[src/rtl/cksum_pkg.sv]
package cksum_pkg;

   localparam int unsigned BYTE_W = 8;
   localparam int unsigned WORD_W = 16;

   localparam logic [WORD_W-1:0] HIGH_MASK = 16'hFF00;
   localparam logic [WORD_W-1:0] LOW_MASK  = 16'h00FF;
   localparam logic [WORD_W-1:0] ALL_ONES  = 16'hFFFF;

   typedef struct packed {
      logic [BYTE_W-1:0] data_byte;
      logic              last_byte;
   } req_type;

   typedef struct packed {
      logic [WORD_W-1:0] checksum;
      logic              checksum_ok;
   } rsp_type;

   // 16-bit add with end-around carry
   function automatic logic [WORD_W-1:0] add_ones_complement(
      input logic [WORD_W-1:0] acc,
      input logic [WORD_W-1:0] word
   );
      logic [WORD_W:0] sum;
      sum = {1'b0, acc} + {1'b0, word};
      if (sum[WORD_W]) begin
         return sum[WORD_W-1:0] + WORD_W'(1);
      end
      return sum[WORD_W-1:0];
   endfunction

   // exchange high and low bytes
   function automatic logic [WORD_W-1:0] swap_bytes(input logic [WORD_W-1:0] value);
      return ((value & LOW_MASK) << BYTE_W) | ((value & HIGH_MASK) >> BYTE_W);
   endfunction

endpackage

[src/rtl/ones_complement_byte_checksum.sv]
// A record's last byte passes from the input register into the result register,
// which drives rsp_valid; a full result slot holds it back in the input stage.
// Throughput: one byte per cycle unless a last byte waits on a full slot; set by
// the single 16-bit end-around add between the input register and the running sum.
// Reset (synchronous, active high) empties both stages and clears the running
// sum, the held high byte and the odd-position flag.
module ones_complement_byte_checksum (
   input  logic               clock,
   input  logic               reset,
   input  logic               req_valid,
   output logic               req_ready,
   input  cksum_pkg::req_type req_payload,
   output logic               rsp_valid,
   input  logic               rsp_ready,
   output cksum_pkg::rsp_type rsp_payload
);

   logic               item_valid;
   cksum_pkg::req_type item;
   logic               advance;
   logic               out_free;
   logic               load;
   logic               odd_position;
   cksum_pkg::rsp_type result;

   // a byte leaves the input stage unless it is a last byte facing a full slot
   assign advance = item_valid && (!item.last_byte || out_free);
   assign load    = advance && item.last_byte;

   cksum_in_reg u_in_reg (
      .clock       (clock),
      .reset       (reset),
      .req_valid   (req_valid),
      .req_ready   (req_ready),
      .req_payload (req_payload),
      .advance     (advance),
      .item_valid  (item_valid),
      .item        (item)
   );

   cksum_accum u_accum (
      .clock        (clock),
      .reset        (reset),
      .advance      (advance),
      .item         (item),
      .result       (result),
      .odd_position (odd_position)
   );

   cksum_out_reg u_out_reg (
      .clock       (clock),
      .reset       (reset),
      .load        (load),
      .result      (result),
      .free        (out_free),
      .rsp_valid   (rsp_valid),
      .rsp_ready   (rsp_ready),
      .rsp_payload (rsp_payload)
   );

   // a finished record always lands in the result register
   assert property (@(posedge clock) disable iff (reset)
      load |=> rsp_valid)
      else $error("record end did not produce a result");

   // state is cleared after a record ends
   assert property (@(posedge clock) disable iff (reset)
      load |=> !odd_position)
      else $error("odd position not cleared after record end");

   // pass flag agrees with the checksum value
   assert property (@(posedge clock) disable iff (reset)
      rsp_valid |-> (rsp_payload.checksum_ok == (rsp_payload.checksum == 16'h0000)))
      else $error("pass flag disagrees with checksum");

   // an empty input stage always takes a byte
   assert property (@(posedge clock) disable iff (reset)
      !item_valid |-> req_ready)
      else $error("input stage empty but not ready");

endmodule

[src/rtl/cksum_in_reg.sv]
module cksum_in_reg (
   input  logic               clock,
   input  logic               reset,
   input  logic               req_valid,
   output logic               req_ready,
   input  cksum_pkg::req_type req_payload,
   input  logic               advance,
   output logic               item_valid,
   output cksum_pkg::req_type item
);

   logic               valid_ff;
   logic               valid_in;
   cksum_pkg::req_type item_ff;

   // take a new byte when the stage is empty or draining this cycle
   assign req_ready = !valid_ff || advance;
   assign valid_in  = req_valid || (valid_ff && !advance);

   always_ff @(posedge clock) begin
      if (reset) begin
         valid_ff <= 1'b0;
      end else begin
         valid_ff <= valid_in;
      end
   end

   // load payload on each transfer
   always_ff @(posedge clock) begin
      if (req_valid && req_ready) begin
         item_ff <= req_payload;
      end
   end

   assign item_valid = valid_ff;
   assign item       = item_ff;

endmodule

[src/rtl/cksum_accum.sv]
module cksum_accum (
   input  logic                               clock,
   input  logic                               reset,
   input  logic                               advance,
   input  cksum_pkg::req_type                 item,
   output cksum_pkg::rsp_type                 result,
   output logic                               odd_position
);

   logic [cksum_pkg::WORD_W-1:0] running_sum_ff;
   logic [cksum_pkg::WORD_W-1:0] running_sum_in;
   logic [cksum_pkg::BYTE_W-1:0] held_high_byte_ff;
   logic [cksum_pkg::BYTE_W-1:0] held_high_byte_in;
   logic                         odd_position_ff;
   logic                         odd_position_in;
   logic [cksum_pkg::WORD_W-1:0] word;
   logic [cksum_pkg::WORD_W-1:0] folded;
   logic [cksum_pkg::WORD_W-1:0] shaped;
   logic [cksum_pkg::WORD_W-1:0] inverted;

   // pair the byte with the held high byte, or pad with a zero low byte
   assign word = odd_position_ff ? {held_high_byte_ff, item.data_byte}
                                 : {item.data_byte, cksum_pkg::BYTE_W'(0)};
   assign folded   = cksum_pkg::add_ones_complement(running_sum_ff, word);
   assign shaped   = odd_position_ff ? folded : cksum_pkg::swap_bytes(folded);
   assign inverted = shaped ^ cksum_pkg::ALL_ONES;

   assign result.checksum    = inverted;
   assign result.checksum_ok = (inverted == cksum_pkg::WORD_W'(0));

   // next state: hold a high byte, fold a word in, or clear at record end
   always_comb begin
      running_sum_in    = running_sum_ff;
      held_high_byte_in = held_high_byte_ff;
      odd_position_in   = odd_position_ff;
      if (advance) begin
         priority if (item.last_byte) begin
            running_sum_in    = '0;
            held_high_byte_in = '0;
            odd_position_in   = 1'b0;
         end else if (!odd_position_ff) begin
            held_high_byte_in = item.data_byte;
            odd_position_in   = 1'b1;
         end else begin
            running_sum_in    = folded;
            held_high_byte_in = '0;
            odd_position_in   = 1'b0;
         end
      end
   end

   always_ff @(posedge clock) begin
      if (reset) begin
         running_sum_ff    <= '0;
         held_high_byte_ff <= '0;
         odd_position_ff   <= 1'b0;
      end else begin
         running_sum_ff    <= running_sum_in;
         held_high_byte_ff <= held_high_byte_in;
         odd_position_ff   <= odd_position_in;
      end
   end

   assign odd_position = odd_position_ff;

endmodule

[src/rtl/cksum_out_reg.sv]
module cksum_out_reg (
   input  logic               clock,
   input  logic               reset,
   input  logic               load,
   input  cksum_pkg::rsp_type result,
   output logic               free,
   output logic               rsp_valid,
   input  logic               rsp_ready,
   output cksum_pkg::rsp_type rsp_payload
);

   logic               valid_ff;
   logic               valid_in;
   cksum_pkg::rsp_type payload_ff;

   // slot frees up when empty or when the held result transfers now
   assign free     = !valid_ff || rsp_ready;
   assign valid_in = load || (valid_ff && !rsp_ready);

   always_ff @(posedge clock) begin
      if (reset) begin
         valid_ff <= 1'b0;
      end else begin
         valid_ff <= valid_in;
      end
   end

   always_ff @(posedge clock) begin
      if (load) begin
         payload_ff <= result;
      end
   end

   assign rsp_valid   = valid_ff;
   assign rsp_payload = payload_ff;

endmodule
[config.mk]
export PLATFORM = sky130hd
export DESIGN_NAME = ones_complement_byte_checksum
export DESIGN_NICKNAME = d
export VERILOG_FILES = /design/src/rtl/cksum_pkg.sv /design/src/rtl/ones_complement_byte_checksum.sv /design/src/rtl/cksum_in_reg.sv /design/src/rtl/cksum_accum.sv /design/src/rtl/cksum_out_reg.sv
export SDC_FILE = /design/constraint.sdc
export NUM_CORES = 1
export LEC_CHECK = 0
export BUFFER_PORTS_ARGS = -buffer_cell sky130_fd_sc_hd__buf_2
export CAP_MARGIN = 10
export CORE_ASPECT_RATIO = 0.7
export CORE_UTILIZATION = 50
export DETAILED_ROUTE_END_ITERATION = 6
export PLACE_DENSITY_LB_ADDON = 0.15
export SYNTH_ARGS = -nofsm -noshare
export SYNTH_HDL_FRONTEND = slang
export SYNTH_HIERARCHICAL = 1
export SYNTH_SLANG_ARGS = --single-unit
[constraint.sdc]
create_clock -name clock -period 4 [get_ports clock]
set_clock_uncertainty 0.15 [all_clocks]
set_input_delay 0.8 -clock clock [delete_from_list [all_inputs] [get_ports clock]]
set_output_delay 0.8 -clock clock [all_outputs]
set_load 0.01 [all_outputs]
* After elaboration in Yosys (flattened, before gate mapping)
Index checks and enable logic that the tools add are counted.
** Operators by class
- Add/sub/neg operators :: 2
- Bitwise gates (word level) :: 2
- Mux-type cells :: 11
- Reductions and logical operators :: 18
** Operators with widths (count)
- $mux W16 :: 6
- $add A16 B16 Y17 :: 1
- $add A16 B1 Y16 const B :: 1
- $logic_not A16 Y1 :: 1
- $mux W8 :: 2
- $not A16 Y16 :: 1
- $or A16 B8 Y16 :: 1
- $logic_and A1 B1 Y1 :: 5
- $logic_not A1 Y1 :: 5
- $logic_or A1 B1 Y1 :: 5
- $mux W1 :: 3
- $reduce_and A2 Y1 :: 1
- $reduce_bool A2 Y1 :: 1
** Storage, ports and cells
- Register bits after elaboration :: 53
- Input port bits :: 13
- Word-level logic and storage cells :: 42
- Output and inout bits :: 19

* Depth between registers and ports, before layout
- Depth in word-level cells :: 9
- Gate-level depth with buffers :: 16

* Modules after synthesis
The synthesis kept the hierarchy.
** Modules (own cells, without submodules)
- cksum_accum :: area an instance 2576.2 um2, cells each 322, sequential area each 500.5 um2, times used 1
- cksum_out_reg :: area an instance 556.8 um2, cells each 21, sequential area each 530.5 um2, times used 1
- cksum_in_reg :: area an instance 325.3 um2, cells each 14, sequential area each 290.3 um2, times used 1
- ones_complement_byte_checksum :: area an instance 18.8 um2, cells each 3, sequential area each 0.0 um2, times used 1

* Worst setup path after synthesis
No wires, ideal clock.
- Path kind :: register to register
- Start point :: register u_accum.odd_position_ff, in the netlist u_accum/odd_position
- End point :: register u_out_reg.payload_ff (netlist bit u_out_reg/rsp_payload[0]) (data pin)
- Setup time :: 169 ps
- Slack :: 140 ps
- Cell stages (with the launch flop) :: 14
- Data required time :: 3681 ps
- Arrival :: 3541 ps
- Cells stage by stage :: dfxtp_1 clkbuf_1 clkbuf_1 mux2_2 ha_1 a21o_1 a22o_1 o21a_1 a221oi_2 nand3_2 nor4b_1 xor2_1 nand4b_1 nor4b_2
** RTL lines
- from (decl) :: RTL line cksum_accum.sv:14 : logic odd_position_ff;
- from (signal assigned) :: RTL line cksum_accum.sv:60 : odd_position_ff <= odd_position_in;
- to (signal assigned) :: RTL line cksum_out_reg.sv:30 : payload_ff <= result;
- to (decl) :: RTL line cksum_out_reg.sv:14 : cksum_pkg::rsp_type payload_ff;

==> impl_metrics.env <==
export IMPL_clk_path_buf_depth=2
export IMPL_fin_setup_tns_ps=0
export IMPL_antenna_found_initial=0
export IMPL_cts_buffers_inserted=5
export IMPL_tritoncts="yes"
export IMPL_initial_core_util_pct=51.70
export IMPL_end_kind="flop"
export IMPL_io_pins=32
export IMPL_cts_root_buf="clkbuf_8"
export IMPL_synth_area_sq_mm=0.003477
export IMPL_die_h_um=71.77
export IMPL_fin_crit_sh_pct=97.30
export IMPL_leakage_nw=1.571
export IMPL_worstSetupStartpoint="u_accum/odd_position"
export IMPL_synthDistinctLibCells=66
export IMPL_clock_sinks=53
export IMPL_reg2reg_setup_slack_ps=110
export IMPL_fmax_mhz=256.9
export IMPL_vias=2823
export IMPL_netlist_instances=360
export IMPL_fin_crit_ps=3892
export IMPL_yosysWarnings=6
export IMPL_drtIter0Drc=159
export IMPL_slew_violations=0
export IMPL_layout_drive_gt1_share_pct=23.56
export IMPL_worstMarginPinSlew_ps=539.4
export IMPL_peakVddDrop_mv=0.1989
export IMPL_stdcell_area_sq_mm=0.003930
export IMPL_grt_first_pass_wirelength_um=13260
export IMPL_syn2layout_area_growth_pct=13.03
export IMPL_synth_top_area_share_pct=22.45
export IMPL_setup_viol=0
export IMPL_ys_seq_elements=53
export IMPL_wl_um=8454
export IMPL_reg2reg_depth=12
export IMPL_powerDensity_mw_per_mm2=291.3
export IMPL_rsz0062_at_grt="false"
export IMPL_final_antenna_net_count=0
export IMPL_syn_num_nets=391
export IMPL_slew_headroom_pct=63.91
export IMPL_async_reset_ff_share_pct=0
export IMPL_yosysTopAreaCell="edfxtp_1"
export IMPL_clk_latency_ps=310
export IMPL_die_w_um=101.7
export IMPL_r2r_start="u_accum/odd_position"
export IMPL_core_sq_mm=0.006725
export IMPL_dpl_hpwl_um=6711
export IMPL_final_nets=429
export IMPL_register_area_sq_mm=0.001321
export IMPL_multi_input_area_sq_mm=0.002057
export IMPL_path_clk_slew_ps=100
export IMPL_postPlaceCellArea_sq_mm=0.003796
export IMPL_grt_max_degree=28
export IMPL_grt_overflow_total=0
export IMPL_nFillCells=604
export IMPL_drc=0
export IMPL_max_cap_violations=0
export IMPL_cp_arrival_ps=3790
export IMPL_htree_levels=2
export IMPL_worstHoldPathType="reg2reg"
export IMPL_vias_per_cell=5.726
export IMPL_worstReg2RegEnd="u_out_reg/rsp_payload[16]"
export IMPL_io_buffers=31
export IMPL_timing_worst_setup_path_type="reg2reg"
export IMPL_required_ps=3900
export IMPL_crit_fanout=16
export IMPL_row_count=25
export IMPL_grt_use_total_pct=24.24
export IMPL_crit_end="u_out_reg/rsp_payload[16]"
export IMPL_ys_seq_area_share_pct=38.00
export IMPL_synth_top_cells_by_area="edfxtp_1 (22%), dfxtp_1 (16%), ha_1 (6.1%), o21ai_0 (3.3%), xnor2_1 (3.3%)"
export IMPL_antennaDiodeCount=0
export IMPL_post_synth_cell_area_avg_sq_um=9.659
export IMPL_grt_pass1_vias=2523
export IMPL_routabilityCongestion=0.9750
export IMPL_routedWlPerCell_um=17.15
export IMPL_crit_path_start_kind="flop"
export IMPL_dieArea_sq_mm=0.007297
export IMPL_run_status="completed"
export IMPL_dr_pass1_iters=5
export IMPL_hold_violations=0
export IMPL_synth_main_ff_cell="dfxtp_1"
export IMPL_synth_edf_count=26
cell families (layout without fill, tap and decap cells):
| family | count (synthesis) | in the layout | share of synthesized area, % |
|---|---|---|---|
| adders and majority gates | 18 | 18 | 6.693 |
| buffers and inverters | 33 | 72 | 3.958 |
| muxes | 18 | 18 | 5.506 |
| DFF | 53 | 53 | 38.00 |
| xor gates and xnor gates | 23 | 23 | 6.226 |
| and+or+nand+nor | 128 | 128 | 21.81 |
| AOI/OAI and AO/OA | 87 | 87 | 17.81 |
metrics by stage:
step                      util [%]  hold WS, ps  total power, mW  worst slack, ps  cells
after floorplan                  -        281.5           0.7685            140.4    360
after global placement       56.45        304.3           0.8340            135.8    485
after detailed placement     56.45        308.0           0.8383            84.56    485
after CTS                    57.86        324.5            1.147            30.12    493
after global routing         58.44        350.6            1.192            3.960    493
final                        58.44        324.4            1.145            108.0    493
worst min-delay path by stage:
stage,slack [ps],to,startpoint,cells after the start
global placement,300,u_accum/held_high_byte_ff[2],u_accum/held_high_byte_ff[2],2
detailed placement,310,u_accum/held_high_byte_ff[0],u_accum/held_high_byte_ff[0],2
CTS,320,u_accum/held_high_byte_ff[0],u_accum/held_high_byte_ff[0],2
finish,320,u_accum/held_high_byte_ff[2],u_accum/held_high_byte_ff[2],2
global route,350,u_accum/held_high_byte_ff[2],u_accum/held_high_byte_ff[2],2
floorplan,280,u_accum/running_sum_ff[0],u_accum/running_sum_ff[0],2
area by class of cell:
type	count	area share [%]
clock buffer	5	1.751
timing repair buffer	47	7.004
tap	94	2.993
inverter	17	1.624
clock inverter	3	0.6686
multi-input combinational	274	52.34
sequential	53	33.62
state kept, by name, summed over array words and instances, names as in the netlist:
signal,count
u_accum/held_high_byte_ff,8
u_accum/odd_position,1
u_accum/running_sum_ff,16
u_in_reg/item,9
u_in_reg/item_valid,1
u_out_reg/rsp_payload,17
u_out_reg/rsp_valid,1
timing repair:
item	in CTS	in global routing
gates resized for setup	0	6
hold buffers	0	0
setup endpoints to repair	0	7
setup buffers	0	0
power breakdown:
group | total [mW] | internal [mW] | switching, mW
Clock | 0.313 | 0.127 | 0.185
Combinational | 0.227 | 0.0940 | 0.133
Sequential | 0.605 | 0.594 | 0.0112
cell usage in the layout, fill, tap and decap left out, types with 9 or more instances in the layout:
master and instances:
ha_1 17, nand2b_1 11, nand2_1 25, dfxtp_1 27, buf_4 16, o21ai_0 23, mux2_2 9, edfxtp_1 26
xnor2_1 12, and2_1 12, buf_2 31, nand3_1 15, mux2i_1 9, a22o_1 11, nor2_1 15, inv_1 17
a21oi_1 21
routing by layer:
layer | vias to the layer above | wire, um | global-route usage [%]
met1 | 1337 | 4198 | 36.39
met2 | 96 | 3532 | 34.46
met5 | - | 0 | 0
met4 | 0 | 65 | 3.543
met3 | 8 | 658 | 7.610
li1 | 1382 | - | -
cell usage after synthesis (5+ instances only):
| cell | number |
|---|---|
| dfxtp_1 | 27 |
| edfxtp_1 | 26 |
| nand2_1 | 25 |
| o21ai_0 | 23 |
| a21oi_1 | 21 |
| ha_1 | 17 |
| inv_1 | 17 |
| nand3_1 | 15 |
| nor2_1 | 15 |
| xnor2_1 | 13 |
| and2_1 | 12 |
| a22o_1 | 11 |
| nand2b_1 | 11 |
| clkbuf_1 | 10 |
| mux2_2 | 9 |
| mux2i_1 | 9 |
| xor2_1 | 8 |
| nor3_1 | 7 |
| a21o_1 | 6 |
| buf_2 | 5 |
| or3_1 | 5 |
worst max-delay path: stages, from the launching register on:
cell and delay, ps:
dfxtp_1 340, buf_4 210, mux2_2 370, ha_1 380
a21o_1 240, a22o_1 250, or2_1 260, a211oi_4 330
and3_1 310, nand3b_1 110, nor4_2 260, xor2_1 280
mux2i_1 120
Note: power is estimated with default switching activity, not from simulation.
